### src/rtl/woi_pkg.sv
package woi_pkg;

  localparam int CORDIC_STEPS = 16;
  localparam int TRIG_WIDTH   = 18;

  localparam int ATAN_LEN  = 30;
  localparam int ATAN_IDXW = 5;
  localparam int CORDIC_N  = (CORDIC_STEPS < ATAN_LEN) ? CORDIC_STEPS : ATAN_LEN;
  localparam int STEP_W    = $clog2(CORDIC_N + 1);
  localparam int XY_W      = TRIG_WIDTH + 1;
  localparam int TRIG_FRAC = TRIG_WIDTH - 2;

  localparam longint unsigned GAIN_Q32 = 64'd2608131496;
  localparam longint unsigned X_INIT_L =
    (GAIN_Q32 + (64'd1 << (33 - TRIG_WIDTH))) >> (34 - TRIG_WIDTH);

  localparam logic [1:0] REG_DIST  = 2'd0;
  localparam logic [1:0] REG_ANGLE = 2'd1;

  typedef struct packed {
    logic signed [31:0] dt;
    logic signed [31:0] dr;
  } delta_t;

  typedef struct packed {
    logic signed [31:0] pos_x;
    logic signed [31:0] pos_y;
    logic        [31:0] heading;
  } pose_t;

  typedef struct packed {
    logic        start;
    logic [31:0] ang;
  } cordic_req_t;

  typedef struct packed {
    logic                         done;
    logic signed [TRIG_WIDTH-1:0] c;
    logic signed [TRIG_WIDTH-1:0] s;
  } cordic_rsp_t;

  function automatic logic [31:0] atan_at(input logic [ATAN_IDXW-1:0] idx);
    logic [31:0] v;
    unique case (idx)
      5'd0:  v = 32'h20000000;
      5'd1:  v = 32'h12E4051E;
      5'd2:  v = 32'h09FB385B;
      5'd3:  v = 32'h051111D4;
      5'd4:  v = 32'h028B0D43;
      5'd5:  v = 32'h0145D7E1;
      5'd6:  v = 32'h00A2F61E;
      5'd7:  v = 32'h00517C55;
      5'd8:  v = 32'h0028BE53;
      5'd9:  v = 32'h00145F2F;
      5'd10: v = 32'h000A2F98;
      5'd11: v = 32'h000517CC;
      5'd12: v = 32'h00028BE6;
      5'd13: v = 32'h000145F3;
      5'd14: v = 32'h0000A2FA;
      5'd15: v = 32'h0000517D;
      5'd16: v = 32'h000028BE;
      5'd17: v = 32'h0000145F;
      5'd18: v = 32'h00000A30;
      5'd19: v = 32'h00000518;
      5'd20: v = 32'h0000028C;
      5'd21: v = 32'h00000146;
      5'd22: v = 32'h000000A3;
      5'd23: v = 32'h00000051;
      5'd24: v = 32'h00000029;
      5'd25: v = 32'h00000014;
      5'd26: v = 32'h0000000A;
      5'd27: v = 32'h00000005;
      5'd28: v = 32'h00000003;
      5'd29: v = 32'h00000001;
      default: v = 32'h0;
    endcase
    return v;
  endfunction

  function automatic logic signed [31:0] sat32(input logic signed [63:0] v);
    logic signed [31:0] r;
    if (v > 64'sd2147483647) r = 32'sh7FFFFFFF;
    else if (v < -64'sd2147483648) r = 32'sh80000000;
    else r = v[31:0];
    return r;
  endfunction

endpackage

### src/rtl/woi_outq.sv
module woi_outq (
  input  logic           clk,
  input  logic           rst_n,
  input  logic           push,
  input  woi_pkg::pose_t wdata,
  output logic           full,
  input  logic           pop,
  output logic           empty,
  output woi_pkg::pose_t rdata
);
  import woi_pkg::*;

  pose_t      mem_r [2];
  logic       wp_r, rp_r;
  logic [1:0] cnt_r;
  logic       wr, rd;

  assign full  = (cnt_r == 2'd2);
  assign empty = (cnt_r == 2'd0);
  assign rdata = mem_r[rp_r];
  assign wr    = push && !full;
  assign rd    = pop && !empty;

  always_ff @(posedge clk) begin
    if (!rst_n) begin
      wp_r  <= 1'b0;
      rp_r  <= 1'b0;
      cnt_r <= 2'd0;
    end else begin
      if (wr) begin
        mem_r[wp_r] <= wdata;
        wp_r        <= ~wp_r;
      end
      if (rd) rp_r <= ~rp_r;
      cnt_r <= cnt_r + {1'b0, wr} - {1'b0, rd};
    end
  end
endmodule

### config.mk
export PLATFORM = sky130hd
export DESIGN_NAME = woi_outq
export DESIGN_NICKNAME = d
export VERILOG_FILES = /design/src/rtl/woi_pkg.sv /design/src/rtl/woi_outq.sv
export SDC_FILE = /design/constraint.sdc
export NUM_CORES = 1
export LEC_CHECK = 0
export BUFFER_PORTS_ARGS = -buffer_cell sky130_fd_sc_hd__clkbuf_2
export CAP_MARGIN = 20
export CORE_ASPECT_RATIO = 0.8
export CORE_MARGIN = 2
export CORE_UTILIZATION = 50
export DETAILED_ROUTE_END_ITERATION = 8
export PLACE_DENSITY = 0.74
export SYNTH_ARGS = -nofsm -noshare
export SYNTH_HDL_FRONTEND = slang
export SYNTH_SLANG_ARGS = --single-unit
### constraint.sdc
create_clock -name clk -period 7.3 [get_ports clk]
set_clock_uncertainty 0.05 [all_clocks]
set_input_delay 0.73 -clock clk [delete_from_list [all_inputs] [get_ports clk]]
set_output_delay 0.73 -clock clk [all_outputs]
set_load 0.005 [all_outputs]
## Yosys cells after proc, flatten, opt, wreduce, memory -nomap -nowiden

Memories as Yosys holds them, arrays and structs flattened. A register that Yosys moved wholly into a read port is not among the register bits.
Index checks and enable logic that the tools add are counted.

| word-level totals | value |
|---|---|
| register bits | 4 |
| memory bits (writable) | 192 |
| bits of input ports | 100 |
| logic and storage cells | 19 |
| memories | 1 |

| cells by class | value |
|---|---|
| add/sub/neg operators | 2 |
| equal/unequal tests | 1 |
| muxes and demuxes | 5 |
| bitwise gates (word level) | 2 |
| reductions and logical operators | 5 |

Memory list:

| name | depth | width | rd ports | clocked after Yosys merged registers in | write ports | RTL line | RTL |
|---|---|---|---|---|---|---|---|
| mem_r | 2 | 96 | 1 | 1 | 1 | woi_outq.sv:13 | `pose_t mem_r [2];` |

Operators with widths:

| operator | number |
|---|---|
| 1-bit two-way mux | 5 |
| 2-bit by 1-bit adder with 2-bit output | 1 |
| 2-bit == test (second input constant) | 1 |
| 1-bit logical AND | 2 |
| 1-bit logical NOT | 2 |
| 2-bit logical NOT | 1 |
| 1-bit NOT | 2 |
| 2-bit by 1-bit subtractor with 2-bit output | 1 |

## Longest topological paths before layout

| depth | value |
|---|---|
| depth after elaboration | 6 |
| mapped depth | 9 |
| depth with buffers taken out | 9 |

## Worst setup path after synthesis

Ideal clock, no wire load.

| timing path | value |
|---|---|
| kind | input -> register |
| start point | in rst_n |
| end point | mem mem_r[0][0] in the netlist's numbering, enable pin |
| library setup time | 551 ps |
| data arrival time | 4,819 ps |
| required time | 6,699 ps |
| setup slack | 1,880 ps |
| cell stages on the path | 2 |
| path through | nand3_1 nor2_1 |

| between the ends | value |
|---|---|
| word-level cells in the longest chain between the ends | 2 |

Ends and longest elaborated chain:

| what | RTL line | RTL |
|---|---|---|
| start, declared | woi_outq.sv:3 | `input logic rst_n,` |
| 1-bit two-way mux | woi_outq.sv:25 | `if (!rst_n) begin` |
| 1-bit two-way mux (implied by the code) | woi_outq.sv:31 | `mem_r[wp_r] <= wdata;` |
| end, declared | woi_outq.sv:13 |  |

Every way passes these cells.

==> results.md <==
- The run finished with clean final reports.
- Clock tree synthesis selected as its root buffer the cell sky130_fd_sc_hd__clkbuf_16.
- The number of resized instances in the post-cts repair step is 0.
- The HPWL after detailed placement is 8630 um.
- In this run, CTS created clock tree buffers numbering 17.
- In this run the critical register-to-register path is captured at mem_r[1][33].
- Of the total power, registers draw 0.485.
- The final max-slew violation count is 0.
- The total vias in the final route is 3672.
- The power share of the combinational group is 0.187.
- The area growth from synthesis to layout is 23.6%.
- The switching fraction of total power is 0.232.
- Entering global routing, the biggest net connects 56 pins.
- The row count is 39.
- The longest individual stage delay on the worst path is 770 ps.
- STA classifies the critical path startpoint as a register.
- The net count reported at finish is 636.
- For this design the total switching power over the nets is 0.672 mW.
- The TritonCTS clock tree is yes.
- STA puts the critical path data required time at 6520 ps.
- The relative contribution of the clock network to total power is 0.329.
- Hold repair after CTS inserted 0 buffers.
- The kind of cell adding the most delay to the critical path is buffers and inverters.
- The number of antenna violations at the first check in global routing came to 0.
- The total wire length after detailed routing is 12900 um.
- Before antenna repair, the detailed router went through 4 iterations.
- Counting both buffers and inverters, the worst setup path holds a total of 2.
- Data on the critical path arrives at its endpoint at 2590 ps.
- In this run the post-CTS setup repair buffer count came out at 0.
- The power density over the cells is 318 nW/um2.
- Headroom to the max-slew limit came out at 0.443.
- The capturing element type of the critical path is an output port.
- 198 I/O pins were placed.
- The leftover overflow at the end of global routing is 0.
- The type of the tightest min-delay check is in -> reg.
- The type of the worst setup path is reg -> out.
- The clock edge transition at the registers on the reported setup and hold paths is 70 ps.
- The die covers 15700 um2.
- Setup repair after global routing left no endpoint under its margin.
- For this run, design rule violations remaining after detail routing come to 0.
- The longest clock path from root to sink contains 2 buffers.
- From bottom edge to top edge, the die measures 113 um.
- The highest clock rate is 0.296 GHz.
- The final period utilization is 0.462.
- The average via count per standard cell is 5.03.
- Synthesis instantiated 20 different standard cells from the library.
- The final critical-path required period is 3370 ps.
- The routed wirelength normalized by instance count is 17.7 um.
- The sum of negative setup slack is 0 ps.
- The number of nets in the synthesized netlist is 427.
- The maximum vdd ir drop is 0.182 mV.
- The internal power of the cells is 2.22 mW.
- After technology mapping, the gate count stands at 325.
- The starting DRC count in detailed routing is 206.
- The number of cells traversed by the worst register-to-register path is 4.
- Across the run, the number of max-cap violations was 0.
- The Yosys step of the flow raised 0 warnings.
- The end point of the worst hold path is mem_r[1][53].
- The core region is 14300 um2.
- The worst setup slack for register-to-register paths is 4800 ps.
- The ratio of cells with drive above 1 in the final layout is 0.603.
- Summed over all cells, the static leakage comes to 3.49 nW.
- For this run, the share of the core covered by cells in the final layout is 0.635.
- Port buffering added 197 buffers.
- The final-report hold violation count was 0.
- At the pin with the least slew margin, the transition time is 835 ps.
- The number of antenna diodes in the final layout is 0.
- Clock latency on the worst-skew pair, taken at its later pin, is 420 ps.
- In the global route stage, overall resource usage came out at 0.168.
- The clock drives 197 sinks.
- The average footprint of a synthesized cell is 22.7 um2.
- The startpoint identified for the worst hold timing path is wdata[53].
- The number of setup violations in the final report is 0.
- Counting instances, the worst hold path has a depth of 1.
- The largest individual stage delay along the critical path comes from the cell sky130_fd_sc_hd__dfxtp_4.
- For this run, the register share of the synthesized area comes to 0.796.
- The first global-routing pass estimated 19700 um of wire.
- Routability-driven placement finished with a final weighted congestion of 0.734.
- The synthesized cell area is 7360 um2.
- The maximum fanout count along the critical path is 55.
- The H-tree was split into 4 levels.
- The number of storage elements in the synthesis netlist is 197.
- The via count of the first global-routing pass is 3792.
- The die is 140 um wide.
- The worst register-to-register path begins at cnt_r[0].
- The count of nets left with antenna violations once routing finished came out at 0.
- The initial utilization of the core area, before any placement, comes to 0.513.
- Walking the worst path, the cells encountered are buf_4 > mux2_2 > clkbuf_2.
## final cells by class
class,instances,area (um2)
Timing Repair Buffer,201,1020
Clock buffer,18,429
Tap cell,184,230
Multi-Input combinational cell,114,1370
Fill cell,1059,5240
Clock inverter,13,180
Inverter,3,11.3
Sequential cell,197,5870
## cell usage in the layout, fill, tap and decap left out, drive strengths merged, types with 3 or more instances in the layout
cell    instances
inv             5
mux2           96
buf             4
and2            3
xnor2           3
dfxtp           5
bufinv          4
clkbuf        215
clkinv          5
edfxtp        192
## power groups by stage
| stage | logic [mW] | registers, mW | clock network, mW |
|---|---|---|---|
| 3_3_place_gp | 0.540 | 1.42 | 0 |
| 2_1_floorplan | 0.396 | 1.39 | 0 |
| 4_1_cts | 0.550 | 1.41 | 0.971 |
| 3_5_place_dp | 0.548 | 1.43 | 0 |
| 5_1_grt | 0.585 | 1.41 | 1.02 |
| 6_report | 0.540 | 1.40 | 0.951 |
## how the worst max path moves through the flow
stage | startpoint | to | slack (ps) | depth (start not counted)
2_1_floorplan | rst_n | mem_r[0][0] | 1880 | 2
3_3_place_gp | register | rdata[40] | 4340 | 3
3_5_place_dp | register | rdata[40] | 4330 | 3
4_1_cts | register | rdata[40] | 3870 | 3
5_1_grt | register | rdata[43] | 3780 | 3
6_report | register | rdata[40] | 3930 | 3
## sequential cells by signal, indices dropped and copies added, names as in the netlist, named ones only
signal  cells
mem_r     192
cnt_r       2
rp_r        1
wp_r        1
## per-layer routing
metal / GRT usage / wire, um / share of wire
met2: 0.259 / 5960 / 0.46
met4: 0.0627 / 183 / 0.014
met5: 0 / 0 / 0
met1: 0.210 / 5520 / 0.43
met3: 0.0781 / 1290 / 0.099
## metrics by stage
| stage | total power, mW | cell area [um2] | setup slack, ps | instances | hold slack (ps) |
|---|---|---|---|---|---|
| finish | 2.89 | 9100 | 3930 | 730 | 440 |
| global route | 3.02 | 9100 | 3780 | 730 | 419 |
| CTS | 2.93 | 9100 | 3870 | 730 | 421 |
| detailed placement | 1.98 | 8500 | 4330 | 699 | 483 |
| global placement | 1.96 | 8500 | 4340 | 699 | 468 |
| floorplan | 1.79 | 7360 | 1880 | 325 | 418 |
## synthesized netlist by cell type (all sizes together)
cell type  number  area [um2]
edfxtp        192        5770
mux2           96        1230
buf            11         131
dfxtp           5         100
and2            3        18.8
inv             3        11.3
xnor2           3        26.3
ha              2        25.0
nor2            2        7.51
nor2b           2        12.5
and3            1        6.26
nand2           1        3.75
nand2b          1        6.26
nand3           1        5.00
o21a            1        7.51
o22ai           1        6.26
## cells by family after synthesis
kind of cell / synth area share
flip-flops: 0.796
AO/OA/AOI/OAI: 0.00187
AND/OR/NAND/NOR: 0.00816
buffers and inverters: 0.0194
multiplexers: 0.167
XOR/XNOR: 0.00357
adder cells (fa/ha/maj): 0.00340
No activity file was read; power rests on OpenSTA's default activity.
