[src/rtl/woi_pkg.sv]
package woi_pkg;

  localparam int CORDIC_STEPS = 16;
  localparam int TRIG_WIDTH   = 18;

  localparam int ATAN_LEN  = 30;
  localparam int ATAN_IDXW = 5;
  localparam int CORDIC_N  = (CORDIC_STEPS < ATAN_LEN) ? CORDIC_STEPS : ATAN_LEN;
  localparam int STEP_W    = $clog2(CORDIC_N + 1);
  localparam int XY_W      = TRIG_WIDTH + 1;
  localparam int TRIG_FRAC = TRIG_WIDTH - 2;

  localparam longint unsigned GAIN_Q32 = 64'd2608131496;
  localparam longint unsigned X_INIT_L =
    (GAIN_Q32 + (64'd1 << (33 - TRIG_WIDTH))) >> (34 - TRIG_WIDTH);

  localparam logic [1:0] REG_DIST  = 2'd0;
  localparam logic [1:0] REG_ANGLE = 2'd1;

  typedef struct packed {
    logic signed [31:0] dt;
    logic signed [31:0] dr;
  } delta_t;

  typedef struct packed {
    logic signed [31:0] pos_x;
    logic signed [31:0] pos_y;
    logic        [31:0] heading;
  } pose_t;

  typedef struct packed {
    logic        start;
    logic [31:0] ang;
  } cordic_req_t;

  typedef struct packed {
    logic                         done;
    logic signed [TRIG_WIDTH-1:0] c;
    logic signed [TRIG_WIDTH-1:0] s;
  } cordic_rsp_t;

  function automatic logic [31:0] atan_at(input logic [ATAN_IDXW-1:0] idx);
    logic [31:0] v;
    unique case (idx)
      5'd0:  v = 32'h20000000;
      5'd1:  v = 32'h12E4051E;
      5'd2:  v = 32'h09FB385B;
      5'd3:  v = 32'h051111D4;
      5'd4:  v = 32'h028B0D43;
      5'd5:  v = 32'h0145D7E1;
      5'd6:  v = 32'h00A2F61E;
      5'd7:  v = 32'h00517C55;
      5'd8:  v = 32'h0028BE53;
      5'd9:  v = 32'h00145F2F;
      5'd10: v = 32'h000A2F98;
      5'd11: v = 32'h000517CC;
      5'd12: v = 32'h00028BE6;
      5'd13: v = 32'h000145F3;
      5'd14: v = 32'h0000A2FA;
      5'd15: v = 32'h0000517D;
      5'd16: v = 32'h000028BE;
      5'd17: v = 32'h0000145F;
      5'd18: v = 32'h00000A30;
      5'd19: v = 32'h00000518;
      5'd20: v = 32'h0000028C;
      5'd21: v = 32'h00000146;
      5'd22: v = 32'h000000A3;
      5'd23: v = 32'h00000051;
      5'd24: v = 32'h00000029;
      5'd25: v = 32'h00000014;
      5'd26: v = 32'h0000000A;
      5'd27: v = 32'h00000005;
      5'd28: v = 32'h00000003;
      5'd29: v = 32'h00000001;
      default: v = 32'h0;
    endcase
    return v;
  endfunction

  function automatic logic signed [31:0] sat32(input logic signed [63:0] v);
    logic signed [31:0] r;
    if (v > 64'sd2147483647) r = 32'sh7FFFFFFF;
    else if (v < -64'sd2147483648) r = 32'sh80000000;
    else r = v[31:0];
    return r;
  endfunction

endpackage

[src/rtl/woi_front.sv]
module woi_front (
  input  logic            clk,
  input  logic            rst_n,
  input  logic            push,
  output logic            full,
  input  logic [31:0]     travel_count,
  input  logic [31:0]     turn_count,
  output logic            dq_empty,
  input  logic            dq_pop,
  output woi_pkg::delta_t dq_data
);
  import woi_pkg::*;

  logic [31:0] prev_travel_r, prev_turn_r;
  logic        first_r;
  delta_t      mem_r [2];
  logic        wp_r, rp_r;
  logic [1:0]  cnt_r;
  logic        acc, pop_ok;
  delta_t      d;

  assign full     = (cnt_r == 2'd2);
  assign dq_empty = (cnt_r == 2'd0);
  assign dq_data  = mem_r[rp_r];
  assign acc      = push && !full;
  assign pop_ok   = dq_pop && !dq_empty;

  always_comb begin
    d.dt = first_r ? 32'sd0 : $signed(travel_count - prev_travel_r);
    d.dr = first_r ? 32'sd0 : $signed(turn_count - prev_turn_r);
  end

  always_ff @(posedge clk) begin
    if (!rst_n) begin
      prev_travel_r <= '0;
      prev_turn_r   <= '0;
      first_r       <= 1'b1;
      wp_r          <= 1'b0;
      rp_r          <= 1'b0;
      cnt_r         <= 2'd0;
    end else begin
      if (acc) begin
        prev_travel_r <= travel_count;
        prev_turn_r   <= turn_count;
        first_r       <= 1'b0;
        mem_r[wp_r]   <= d;
        wp_r          <= ~wp_r;
      end
      if (pop_ok) rp_r <= ~rp_r;
      cnt_r <= cnt_r + {1'b0, acc} - {1'b0, pop_ok};
    end
  end
endmodule

[config.mk]
export PLATFORM = sky130hd
export DESIGN_NAME = woi_front
export DESIGN_NICKNAME = d
export VERILOG_FILES = /design/src/rtl/woi_pkg.sv /design/src/rtl/woi_front.sv
export SDC_FILE = /design/constraint.sdc
export NUM_CORES = 1
export LEC_CHECK = 0
export ABC_AREA = 1
export BUFFER_PORTS_ARGS = -buffer_cell sky130_fd_sc_hd__buf_2
export CAP_MARGIN = 20
export CORE_MARGIN = 2
export CORE_UTILIZATION = 50
export CTS_BUF_LIST = sky130_fd_sc_hd__clkbuf_4
export CTS_CLUSTER_DIAMETER = 100
export DETAILED_ROUTE_END_ITERATION = 7
export PLACE_DENSITY = 0.78
export SYNTH_ARGS = -nofsm -noshare
export SYNTH_HDL_FRONTEND = slang
export SYNTH_SLANG_ARGS = --single-unit
[constraint.sdc]
create_clock -name clk -period 5.3 [get_ports clk]
set_clock_uncertainty 0.2 [all_clocks]
set_input_delay 0.265 -clock clk [delete_from_list [all_inputs] [get_ports clk]]
set_output_delay 0.265 -clock clk [all_outputs]
set_load 0.05 [all_outputs]
# After elaboration in Yosys (flattened, before gate mapping)
# Memories as Yosys holds them, arrays and structs flattened. A register that Yosys moved wholly into a read port is not among the register bits.
# Cells that the tools add are included.
[op_classes]
n_reduce_logical = 5
eq_ne = 1
mux = 7
n_addsub = 4
bitwise = 2
[op_table]
columns = ["op", "count"]
rows = [
  ["32-bit 2-to-1 mux", 2],
  ["32-bit subtractor", 2],
  ["1-bit 2-to-1 mux", 5],
  ["2-bit by 1-bit adder with 2-bit output", 1],
  ["2-bit equality test, second input constant", 1],
  ["1-bit logical AND", 2],
  ["1-bit zero test", 2],
  ["2-bit zero test", 1],
  ["1-bit NOT", 2],
  ["2-bit by 1-bit subtractor with 2-bit output", 1],
]
[word_totals]
elab_cells = 26
ram_bits = 128
n_memories = 1
input_bits = 68
out_inout_bits = 66
register_bits = 69
[memory_table]
columns = ["memory", "depth", "width", "rd", "rd_clocked_by_memory_dff", "wr", "line", "source"]
rows = [
  ["mem_r", 2, 64, 1, 1, 1, "woi_front.sv:16", "delta_t mem_r [2];"],
]

# Logic depth before layout (Yosys ltp)
[logic_depth]
depth_word = 6
ltp_mapped = 14
depth_no_buf = 14

# Worst setup path before layout
# OpenSTA, ideal clock, no wires.
[synth_timing]
path_kind = "register to register"
startpoint = "register cnt_r[0]"
endpoint = "memory mem_r[1][0] in the netlist's numbering (enable)"
required_time_ns = 4.614
setup_ns = 0.486
n_path_buf = 2
stages_incl_launch_ff = 5
arrival_time_ns = 3.506
synth_period_minus_slack_ns = 4.192
path_slack_ns = 1.108
cell_sequence = "dfxtp_1 > o21ai_2 > buf_2 > buf_2 > nor2_1"
[synth_via]
elab_chain_cells = 6
[synth_lines]
columns = ["element", "line", "source"]
rows = [
  ["start: declaration", "woi_front.sv:18", "logic [1:0] cnt_r;"],
  ["start signal: assignment", "woi_front.sv:50", "cnt_r <= cnt_r + {1'b0, acc} - {1'b0, pop_ok};"],
  ["2-bit equality test", "woi_front.sv:22", "assign full = (cnt_r == 2'd2);"],
  ["1-bit zero test", "woi_front.sv:25", "assign acc = push && !full;"],
  ["1-bit logical AND", "woi_front.sv:25", ""],
  ["1-bit 2-to-1 mux", "woi_front.sv:42", "if (acc) begin"],
  ["1-bit 2-to-1 mux", "woi_front.sv:34", "if (!rst_n) begin"],
  ["1-bit 2-to-1 mux (not written as such)", "woi_front.sv:46", "mem_r[wp_r] <= d;"],
  ["end: declaration", "woi_front.sv:16", ""],
]
# No other way between the ends.

==> flow_summary.yaml <==
sta:
  hold_violations: 0
  fmax_ghz: 0.319
  rsz0062_at_grt: "no"
  finalSetupTns_ns: 0
  finalWorstPathRequiredPeriod_ns: 3.14
  relSlewSlack: 0.326
  worstMarginPinSlew_ns: 1.01
  setup_viol: 0
  slew_violations: 0
  fin_crit_sh: 0.592
placed_design:
  gp_congestion: 0.929
  placed_cell_area_um2: 13200
  hpwl_mm: 22.8
  portBuffers: 133
cts:
  htreeDepth: 4
  clk_pin_slew_worst_paths_ns: 0.17
  ctsRootBufferMaster: "clkbuf_4"
  cts_setup_buffers: 0
  numCtsBuffers: 17
  cts_resized: 0
  clkSinkCount: 198
  clk_path_buf_depth: 2
  tritoncts: "yes"
  clk_latency_ns: 0.60
worst_setup_path:
  cp-start-kind: "register"
  crit_path_cell_trace: "buf_4, mux2_2, buf_2"
  path_buf_inv: 2
  slowest_stage: "dfxtp_2"
  critical_path_class: "register to output port"
  arrival_ns: 2.67
  cp-end-kind: "output port"
  critical_path.top_delay_family: "buffers and inverters"
  cp_slowest_stage_delay_ns: 0.74
  worstPathMaxFanout: 41
  crit_required_ns: 4.84
power_and_ir_drop:
  cellLeakagePower_uw: 0.00683
  p_per_area_nw_per_um2: 383
  p_comb_frac: 0.486
  clock_power_share: 0.144
  p_sw_uw: 2470
  p_int_uw: 2970
  max-vdd-ir-drop_v: 0.000328
  seq_power_share: 0.370
  switching_share: 0.454
run:
  max_cap_viol_count: 0
global_routing:
  antenna_found_initial: 1
  grt_pass1_wl_mm: 48.5
  grt_max_degree: 69
  grt_pass1_vias: 9653
  overflow: 0
  grt.total_usage: 0.239
synthesis:
  syn_inst: 1580
  synth_area_um2: 12200
  synth_cell_type_count: 33
  yosysTopAreaCell: "edfxtp_1"
  yosys.area.top_type_share: 0.315
  syn_nets: 1716
  synth.area.top_cells: "edfxtp_1 (31%), nand2_1 (13%), dfxtp_1 (11%)"
  ys_seq_elements: 198
  yosysWarnings: 0
  seq_area_frac_synth: 0.430
  synth_commonest_cells: "nand2_1 (424), inv_1 (284), a21oi_1 (142), edfxtp_1 (128), nor2_1 (118)"
  synthArstFlopShare: 0
  synth_most_common_cell: "nand2_1"
  synth-edff-count: 128
  syn_area_per_cell_um2: 7.73
  synth-main-ff-cell: "edfxtp_1"
finish:
  drive_above_1_share: 0.163
  final.fill_count: 2178
  syn_to_final_growth_pct: 16.2
  nets: 1909
  fin_area_um2: 14200
min_path:
  hold_class: "input port to register"
drt:
  wl_per_cell_um: 14.5
  antenna_left: 0
  drc: 0
  first_iter_violations: 789
  wirelength_mm: 30.6
  firstDrtPassIters: 5
  vias: 10679
  vias_per_cell: 5.06
die:
  dieArea_um2: 25700
  initial_utilization: 0.505
  row_count: 57
  dieHeight_um: 160
  die_x_um: 160
  coreArea_um2: 24200
  ioPinCount: 134
status:
  status: "finished clean"
==> area by class of cell <==
class                      count  area, µm²  area share
antenna                        1       2.50    0.000176
clock buffer                  19        143      0.0101
clock inverter                13        123     0.00865
inverter                     297       1110      0.0786
multi-input combinational   1051       5720       0.403
sequential                   198       5250       0.370
tap                          324        405      0.0286
timing repair buffer         208       1430       0.101
==> through the flow <==
stage | std cells | power (µW) | hold slack [ns] | setup slack (ns) | util
2_1_floorplan | 1580 | 4000 | 0.226 | 1.11 | -
3_3_place_gp | 2009 | 4560 | 0.231 | 2.18 | 0.546
3_5_place_dp | 2009 | 4620 | 0.237 | 2.04 | 0.546
4_1_cts | 2108 | 5440 | 0.0809 | 2.01 | 0.585
5_1_grt | 2111 | 5790 | 0.120 | 2.02 | 0.587
6_report | 2111 | 5440 | 0.113 | 2.16 | 0.587
==> repair_timing <==
item,4_1_cts,5_1_grt
endpoints found under the hold margin,76,0
hold buffers,67,0
endpoints found under the setup margin,0,0
==> power by group through the flow <==
stage,Clock (µW),Combinational [µW],Sequential (µW)
after floorplan,0,2000,2010
after global placement,0,2520,2040
after detailed placement,0,2560,2050
after CTS,805,2620,2010
after global routing,860,2900,2040
final,784,2640,2010
==> cells by family (layout without fill, tap and decap cells) <==
logic type | after synthesis | in the layout | share of synthesized area
flip-flops | 198 | 198 | 0.430
buffers and inverters | 331 | 537 | 0.104
AO/OA/AOI/OAI | 243 | 243 | 0.102
XOR/XNOR | 10 | 10 | 0.00717
multiplexers | 64 | 64 | 0.0590
AND/OR/NAND/NOR | 666 | 666 | 0.228
adder cells (fa/ha/maj) | 68 | 68 | 0.0709
other | 0 | 1 | 0
==> sequential cells by signal, summed over array words and instances, names as in the netlist, named ones only <==
name / flops
mem_r: 128
prev_travel_r: 32
prev_turn_r: 32
cnt_r: 2
first_r: 1
rp_r: 1
wp_r: 1
==> worst reg2reg max path: stages, from the launching register on <==
cell,delay [ns]
dfxtp_1,0.47
o21ai_4,0.08
buf_4,0.27
inv_1,0.32
nand2_1,0.15
nor2_4,0.55
buf_16,0.25
buf_4,0.39
==> final timing paths <==
kind                            cells past startpoint  slack [ns]      from                end
worst min-delay path                                4        0.11      push  prev_travel_r[30]
worst max-delay path                                3        2.16  register        dq_data[16]
worst min register to register                      1        0.25      rp_r           register
worst max register to register                      7        2.26  cnt_r[0]       mem_r[0][13]
==> layout by cell type, fill, tap and decap left out, types with 2 or more instances in the layout <==
cell,count
a21o_1,2
a21oi_1,142
and2_1,10
and3_1,4
buf_2,133
buf_4,6
clkbuf_4,19
clkinv_2,2
clkinvlp_4,4
dfxtp_1,69
dlygate4sd3_1,67
edfxtp_1,128
fa_1,2
ha_1,66
inv_1,283
inv_2,14
inv_6,2
inv_8,2
mux2_2,64
nand2_1,424
nand2_2,19
nand3_1,59
nand3_2,5
nand4_1,8
nor2_1,116
nor2_2,5
nor2_4,4
nor3_1,6
nor3_2,6
o21ai_0,88
o21ai_1,2
o21bai_1,6
xnor2_1,7
xor2_1,3
==> routing by layer <==
layer	part of all wire	track usage
met4	0.017	0.0610
met3	0.061	0.0361
met5	0	0
met1	0.46	0.332
met2	0.46	0.393
Power figures use the tool's default switching activity.
