==> src/rtl/woi_pkg.sv <==
package woi_pkg;

  localparam int CORDIC_STEPS = 16;
  localparam int TRIG_WIDTH   = 18;

  localparam int ATAN_LEN  = 30;
  localparam int ATAN_IDXW = 5;
  localparam int CORDIC_N  = (CORDIC_STEPS < ATAN_LEN) ? CORDIC_STEPS : ATAN_LEN;
  localparam int STEP_W    = $clog2(CORDIC_N + 1);
  localparam int XY_W      = TRIG_WIDTH + 1;
  localparam int TRIG_FRAC = TRIG_WIDTH - 2;

  localparam longint unsigned GAIN_Q32 = 64'd2608131496;
  localparam longint unsigned X_INIT_L =
    (GAIN_Q32 + (64'd1 << (33 - TRIG_WIDTH))) >> (34 - TRIG_WIDTH);

  localparam logic [1:0] REG_DIST  = 2'd0;
  localparam logic [1:0] REG_ANGLE = 2'd1;

  typedef struct packed {
    logic signed [31:0] dt;
    logic signed [31:0] dr;
  } delta_t;

  typedef struct packed {
    logic signed [31:0] pos_x;
    logic signed [31:0] pos_y;
    logic        [31:0] heading;
  } pose_t;

  typedef struct packed {
    logic        start;
    logic [31:0] ang;
  } cordic_req_t;

  typedef struct packed {
    logic                         done;
    logic signed [TRIG_WIDTH-1:0] c;
    logic signed [TRIG_WIDTH-1:0] s;
  } cordic_rsp_t;

  function automatic logic [31:0] atan_at(input logic [ATAN_IDXW-1:0] idx);
    logic [31:0] v;
    unique case (idx)
      5'd0:  v = 32'h20000000;
      5'd1:  v = 32'h12E4051E;
      5'd2:  v = 32'h09FB385B;
      5'd3:  v = 32'h051111D4;
      5'd4:  v = 32'h028B0D43;
      5'd5:  v = 32'h0145D7E1;
      5'd6:  v = 32'h00A2F61E;
      5'd7:  v = 32'h00517C55;
      5'd8:  v = 32'h0028BE53;
      5'd9:  v = 32'h00145F2F;
      5'd10: v = 32'h000A2F98;
      5'd11: v = 32'h000517CC;
      5'd12: v = 32'h00028BE6;
      5'd13: v = 32'h000145F3;
      5'd14: v = 32'h0000A2FA;
      5'd15: v = 32'h0000517D;
      5'd16: v = 32'h000028BE;
      5'd17: v = 32'h0000145F;
      5'd18: v = 32'h00000A30;
      5'd19: v = 32'h00000518;
      5'd20: v = 32'h0000028C;
      5'd21: v = 32'h00000146;
      5'd22: v = 32'h000000A3;
      5'd23: v = 32'h00000051;
      5'd24: v = 32'h00000029;
      5'd25: v = 32'h00000014;
      5'd26: v = 32'h0000000A;
      5'd27: v = 32'h00000005;
      5'd28: v = 32'h00000003;
      5'd29: v = 32'h00000001;
      default: v = 32'h0;
    endcase
    return v;
  endfunction

  function automatic logic signed [31:0] sat32(input logic signed [63:0] v);
    logic signed [31:0] r;
    if (v > 64'sd2147483647) r = 32'sh7FFFFFFF;
    else if (v < -64'sd2147483648) r = 32'sh80000000;
    else r = v[31:0];
    return r;
  endfunction

endpackage

==> src/rtl/woi_back.sv <==
module woi_back (
  input  logic                 clk,
  input  logic                 rst_n,
  input  logic                 cfg_we,
  input  logic [1:0]           cfg_idx,
  input  logic [31:0]          cfg_wdata,
  input  logic                 dq_empty,
  output logic                 dq_pop,
  input  woi_pkg::delta_t      dq_data,
  output woi_pkg::cordic_req_t creq,
  input  woi_pkg::cordic_rsp_t crsp,
  input  logic                 oq_full,
  output logic                 oq_push,
  output woi_pkg::pose_t       oq_data
);
  import woi_pkg::*;

  localparam logic [3:0] S_IDLE = 4'd0;
  localparam logic [3:0] S_MD   = 4'd1;
  localparam logic [3:0] S_MR   = 4'd2;
  localparam logic [3:0] S_CR   = 4'd3;
  localparam logic [3:0] S_MX   = 4'd4;
  localparam logic [3:0] S_MY   = 4'd5;
  localparam logic [3:0] S_AY   = 4'd6;
  localparam logic [3:0] S_OUT  = 4'd7;

  logic [3:0]  state_r, state_nxt;
  logic [31:0] dpc_r, apc_r;
  delta_t      d_r;
  logic signed [31:0] dist_r, acc_x_r, acc_y_r;
  logic        [31:0] heading_r, yaw_r;
  logic signed [TRIG_WIDTH-1:0] c_r, s_r;
  logic signed [63:0] prod_r;
  logic signed [32:0] mul_a, mul_b;
  logic signed [65:0] prod;
  logic signed [63:0] psh;

  assign prod = mul_a * mul_b;
  assign psh  = prod_r >>> TRIG_FRAC;

  always_comb begin
    unique case (state_r)
      S_MD:    begin mul_a = 33'(d_r.dt);   mul_b = $signed({1'b0, dpc_r}); end
      S_MR:    begin mul_a = 33'(d_r.dr);   mul_b = $signed({1'b0, apc_r}); end
      S_MX:    begin mul_a = 33'(dist_r);   mul_b = 33'(c_r); end
      default: begin mul_a = 33'(dist_r);   mul_b = 33'(s_r); end
    endcase
  end

  always_comb begin
    state_nxt = state_r;
    unique case (state_r)
      S_IDLE: if (!dq_empty) state_nxt = S_MD;
      S_MD:   state_nxt = S_MR;
      S_MR:   state_nxt = S_CR;
      S_CR:   if (crsp.done) state_nxt = S_MX;
      S_MX:   state_nxt = S_MY;
      S_MY:   state_nxt = S_AY;
      S_AY:   state_nxt = S_OUT;
      S_OUT:  if (!oq_full) state_nxt = S_IDLE;
      default: state_nxt = S_IDLE;
    endcase
  end

  assign dq_pop       = (state_r == S_IDLE) && !dq_empty;
  assign creq.start   = (state_r == S_MD);
  assign creq.ang     = heading_r;
  assign oq_push      = (state_r == S_OUT) && !oq_full;
  assign oq_data.pos_x   = acc_x_r;
  assign oq_data.pos_y   = acc_y_r;
  assign oq_data.heading = heading_r;

  always_ff @(posedge clk) begin
    if (!rst_n) begin
      state_r   <= S_IDLE;
      dpc_r     <= '0;
      apc_r     <= '0;
      acc_x_r   <= '0;
      acc_y_r   <= '0;
      heading_r <= '0;
    end else begin
      state_r <= state_nxt;
      if (cfg_we && cfg_idx == REG_DIST)  dpc_r <= cfg_wdata;
      if (cfg_we && cfg_idx == REG_ANGLE) apc_r <= cfg_wdata;
      unique case (state_r)
        S_IDLE: if (!dq_empty) d_r <= dq_data;
        S_MD:   prod_r <= prod[63:0];
        S_MR: begin
          dist_r <= sat32(prod_r >>> 16);
          prod_r <= prod[63:0];
        end
        S_CR: begin
          yaw_r <= prod_r[47:16];
          if (crsp.done) begin
            c_r <= crsp.c;
            s_r <= crsp.s;
          end
        end
        S_MX:   prod_r <= prod[63:0];
        S_MY: begin
          acc_x_r <= sat32(psh + 64'(acc_x_r));
          prod_r  <= prod[63:0];
        end
        S_AY: begin
          acc_y_r   <= sat32(psh + 64'(acc_y_r));
          heading_r <= heading_r + yaw_r;
        end
        default: ;
      endcase
    end
  end
endmodule

==> config.mk <==
export PLATFORM = sky130hd
export DESIGN_NAME = woi_back
export DESIGN_NICKNAME = d
export VERILOG_FILES = /design/src/rtl/woi_pkg.sv /design/src/rtl/woi_back.sv
export SDC_FILE = /design/constraint.sdc
export NUM_CORES = 2
export LEC_CHECK = 0
export BUFFER_PORTS_ARGS = -buffer_cell sky130_fd_sc_hd__buf_4
export CAP_MARGIN = 5
export CELL_PAD_IN_SITES_DETAIL_PLACEMENT = 2
export CELL_PAD_IN_SITES_GLOBAL_PLACEMENT = 2
export CORE_ASPECT_RATIO = 1.75
export CORE_MARGIN = 1.5
export CORE_UTILIZATION = 37
export DETAILED_ROUTE_END_ITERATION = 8
export PLACE_DENSITY = 0.83
export REMOVE_ABC_BUFFERS = 1
export SLEW_MARGIN = 10
export SYNTH_ARGS = -nofsm -noshare
export SYNTH_HDL_FRONTEND = slang
export SYNTH_SLANG_ARGS = --single-unit
==> constraint.sdc <==
create_clock -name clk -period 9.7 [get_ports clk]
set_clock_uncertainty 0.2 [all_clocks]
set_input_delay 0.97 -clock clk [delete_from_list [all_inputs] [get_ports clk]]
set_output_delay 0.97 -clock clk [all_outputs]
set_load 0.005 [all_outputs]
==> results of run 1 <==
==> per-layer routing <==
layer	global-route usage	GRT overflow
met2	0.817	19
met5	0.0983	0
met3	0.393	0
met4	0.666	18
met1	0.545	0
==> through the flow <==
step | area, um^2 | hold slack, ns
3_3_place_gp | 67200 | 0.244
3_5_place_dp | 67200 | 0.256
4_1_cts | 70600 | 0.266
2_1_floorplan | 56000 | 0.236
==> cells in the mapped netlist, types with 40 or more instances <==
library cell  count  area [um^2]
xor2_1           40          350
edfxtp_1        212         6370
ha_1            338         4230
a21oi_1         267         1340
nor2_1          632         2370
nand2b_1         66          413
fa_1           1107        22200
o21ai_0         167          836
a221o_1          49          490
a21o_1           97          728
nand2_1         860         3230
xnor2_1         119         1040
dfxtp_1         163         3260
a221oi_1         45          394
inv_1          1143         4290
clkbuf_1        271         1020
and2_1           53          332
==> cells by family after synthesis <==
logic type / after synthesis / synth area share
DFF: 375 / 0.168
adders and majority gates: 1445 / 0.460
muxes: 2 / 0.000349
buffers and inverters: 1478 / 0.0997
and+or+nand+nor: 1834 / 0.135
xor gates and xnor gates: 159 / 0.0243
AOI/OAI and AO/OA: 959 / 0.113
==> timing repair <==
item                                    CTS
hold endpoints to repair                  0
gates cloned                              5
endpoints found under the setup margin   37
pin swaps                               137
buffers inserted                         84
resized for setup                       264
==> metrics, run 1 <==
DP Wirelength=252,000 um; largest net degree at the start of global routing=75; outcome=stopped before the end; Die H=524 um; post-synthesis cell type count=between 80 and 90; error msg=[ERROR GRT-0232] Routing congestion too high. Check the congestion heatmap in the GUI.; CTS max path bufs=3; grt total ovfl=37; GRT worst endpoint=prod_r[61]$_DFFE_PP_/D; Yosys reg bits=375; synthesized instance count=6,252; IO Pins=~270; Core Rows=around 190; CTS Root Cell=clkbuf_16; Sink Count=375; CTS H-tree lvls=2; Initial Util=0.372; Buffers on Ports=270; Final GP Congestion=a little under 1; placed insts=8,853; die width=around 300 um; synthesized area per cell=around 9 um^2; hold_buf cts=0; stopping stage=global routing (5_1_grt); Main synth FF type=edfxtp_1; yosys warns=0; FFs w/ async S/R, synth=0; type of pin the worst path ends at=sequential cell input; gr usage total=0.593; post-place setup slack=-1.43 ns; Post-synth EDFFs=~210; Post-Syn Area=0.0574 mm^2; sequential area share after synthesis=0.168; cts bufs inserted=40
==> inputs of run 2 (changes only) <==
--- a/config.mk
+++ b/config.mk
@@ -7,13 +7,10 @@
 export LEC_CHECK = 0
 export BUFFER_PORTS_ARGS = -buffer_cell sky130_fd_sc_hd__buf_4
 export CAP_MARGIN = 5
-export CELL_PAD_IN_SITES_DETAIL_PLACEMENT = 2
-export CELL_PAD_IN_SITES_GLOBAL_PLACEMENT = 2
-export CORE_ASPECT_RATIO = 1.75
 export CORE_MARGIN = 1.5
-export CORE_UTILIZATION = 37
+export CORE_UTILIZATION = 40
 export DETAILED_ROUTE_END_ITERATION = 8
-export PLACE_DENSITY = 0.83
+export PLACE_DENSITY_LB_ADDON = 0.15
 export REMOVE_ABC_BUFFERS = 1
 export SLEW_MARGIN = 10
 export SYNTH_ARGS = -nofsm -noshare
==> constraint.sdc (replaced) <==
create_clock -name clk -period 12.6 [get_ports clk]
set_clock_uncertainty 0.2 [all_clocks]
set_input_delay 1.26 -clock clk [delete_from_list [all_inputs] [get_ports clk]]
set_output_delay 1.26 -clock clk [all_outputs]
set_load 0.005 [all_outputs]
==> metrics, run 2 <==
hold_buf cts=0; max incr delay on CP=1.05 ns; design area=between 0.06 and 0.07 mm^2; CP max stage cell=a31oi_2; routed wl met2=97,700 um; register area=around 0.0096 mm^2; share of the synthesized area in the top cell type=0.386; Core ar.=between 0.1 and 0.15 mm^2; Main synth FF type=edfxtp_1; synthesized instance count=6,252; Reg-to-Reg Start=state_r[0]$_SDFFE_PN0P_; reg2reg path depth=31; area growth from synthesis to layout=11.3%; CTS Root Cell=clkbuf_16; synthesized area per cell=9.19 um^2; Vias=46.0k; reg2reg setup slack=0.87 ns; CTS H-tree lvls=2; DP Wirelength=173,000 um; grt total ovfl=0; CP required=12.80 ns; Initial Util=0.405; DR WL/cell=25.6 um; Yosys reg bits=375; CTS tree=done; filler cell count=roughly 14k; max FFs per register=64; yosys warns=0; critical path fanouts, max=45; largest net degree at the start of global routing=between 60 and 70; Top Metal Used=met5; leading cell types in the layout, fill and taps excluded=inv_1 (1,142), fa_1 (1,106), nand2_1 (859), nor2_1 (629), buf_4 (428); Worst slew margin=0.123; Core Rows=138; FFs w/ async S/R, synth=0; most common cell in the netlist=inv_1; Slew @ Worst Pin=1.31 ns; crit path to=prod_r[62]$_DFFE_PP_; met1 WL=about 88,000 um; sequential area share after synthesis=0.168; crit path from=state_r[0]$_SDFFE_PN0P_; final hold vios=0; Total Wirelength=roughly 210,000 um; IO Pins=271; RR Endpoint=prod_r[62]$_DFFE_PP_; Final GP Congestion=around 1; later-pin clock latency in the skew report=0.68 ns; CTS max path bufs=3; Largest regs=d_r: 64 flops, prod_r: 48 flops; outcome=finished clean; DR WL met3=17,300 um; Die H=382 um; Setup Fix Bufs, Post-CTS=0; cts bufs inserted=47; initial drt markers=3,906; Post-DP Area=between 0.06 and 0.07 mm^2; gr usage total=0.294; min cycle time layout=about 12 ns; critical path arrival=11.94 ns; final period utilization=0.931; setup violators final=0; layout cells sized above 1=0.102; drt first pass iters=6; worst hold-check path type=flop to flop; Setup CP Type=flop to flop; Post-DRT Antenna Nets=0; RSZ-0062 raised after global routing=false; post-synthesis cell type count=87; drt via density=5.53; Fmax=around 85 MHz; die width=382 um; Worst setup SP type=flop; Post-synth top cells=inv_1 (1,143), fa_1 (1,107), nand2_1 (860); commonest non-fill, non-tap cell in the layout=inv_1; multi-input logic area=around 0.043 mm^2; Post-synth EDFFs=212; CTS clk-pin slew, worst paths=0.06 ns; number of global-route vias before repair=47.3k; Critical Path End Type=flop; Post-Syn Area=0.0574 mm^2; post-CTS resize count=0; Biggest register=d_r; Buffers on Ports=270; Final nets=7,983; max-slew violation count=0; Top cell by count, worst path=fa_1; first-pass GRT wire length=315,000 um; die area=0.146 mm^2; max-cap violations=0; Sink Count=375; # DRC=0; initial antenna violation count=8; Synth area leader=fa_1; Synth area leaders=fa_1 (39%), edfxtp_1 (11%), inv_1 (7.5%)
-- run 2: cell counts after synthesis --
Identical to the previous run, type by type.
-- run 2: worst min path at each step --
| stage | startpoint | end | cells after the start |
|---|---|---|---|
| after floorplan | apc_r[24]$_SDFFE_PN0P_ | apc_r[24]$_SDFFE_PN0P_ | 2 |
| final | apc_r[24]$_SDFFE_PN0P_ | apc_r[24]$_SDFFE_PN0P_ | 2 |
| after global placement | dpc_r[8]$_SDFFE_PN0P_ | dpc_r[8]$_SDFFE_PN0P_ | 2 |
| after CTS | apc_r[30]$_SDFFE_PN0P_ | apc_r[30]$_SDFFE_PN0P_ | 2 |
| after global routing | dpc_r[2]$_SDFFE_PN0P_ | dpc_r[2]$_SDFFE_PN0P_ | 2 |
| after detailed placement | dpc_r[18]$_SDFFE_PN0P_ | dpc_r[18]$_SDFFE_PN0P_ | 2 |
-- run 2: kinds of logic after synthesis --
group / count (synthesis) / share of synthesized area
simple gates: 1834 / 0.135
flops: 375 / 0.168
fa+ha+maj: 1445 / 0.460
xor+xnor: 159 / 0.0243
buf+inv: 1478 / 0.0997
mux: 2 / 0.000349
compound gates: 959 / 0.113
-- run 2: cell type report --
| type | instances | area share |
|---|---|---|
| multi-input cells | 4399 | 0.667 |
| well taps | 1890 | 0.0370 |
| diodes | 4 | 0.000157 |
| inverters | 1143 | 0.0672 |
| clock buffers | 57 | 0.0190 |
| clock inverters | 31 | 0.00732 |
| flip-flops and latches | 375 | 0.151 |
| repair buffers | 432 | 0.0515 |
-- run 2: metrics by stage --
step | hold slack (ns) | setup WS [ns] | cells | setup TNS [ns] | utilization
after floorplan | 0.236 | -0.989 | 5917 | -9.92 | -
after global placement | 0.245 | 1.05 | 8239 | 0 | 0.438
after detailed placement | 0.247 | 0.976 | 8239 | 0 | 0.438
after CTS | 0.255 | 0.941 | 8327 | 0 | 0.450
after global routing | 0.272 | 0.397 | 8329 | 0 | 0.450
final | 0.255 | 0.869 | 8331 | 0 | 0.450
-- run 2: layer usage --
metal,track usage,vias to the layer above
met5,0,-
met4,0.119,2
met3,0.0496,418
met2,0.465,2005
met1,0.401,23600
li1,-,20000
-- run 2: worst max-delay path: cells and delay by family (launching register included) --
| family | cells | cell delay (ns) |
|---|---|---|
| adder cells (fa/ha/maj) | 10 | 4.81 |
| XOR/XNOR | 1 | 0.14 |
| AO/OA/AOI/OAI | 11 | 4.02 |
| flip-flops | 1 | 0.33 |
| AND/OR/NAND/NOR | 4 | 1.19 |
| buffers and inverters | 5 | 0.61 |
Power of run 2 is left out: the tool's default activity adds up to more than one toggle a clock period on the data nets, which glitch-free logic cannot reach.
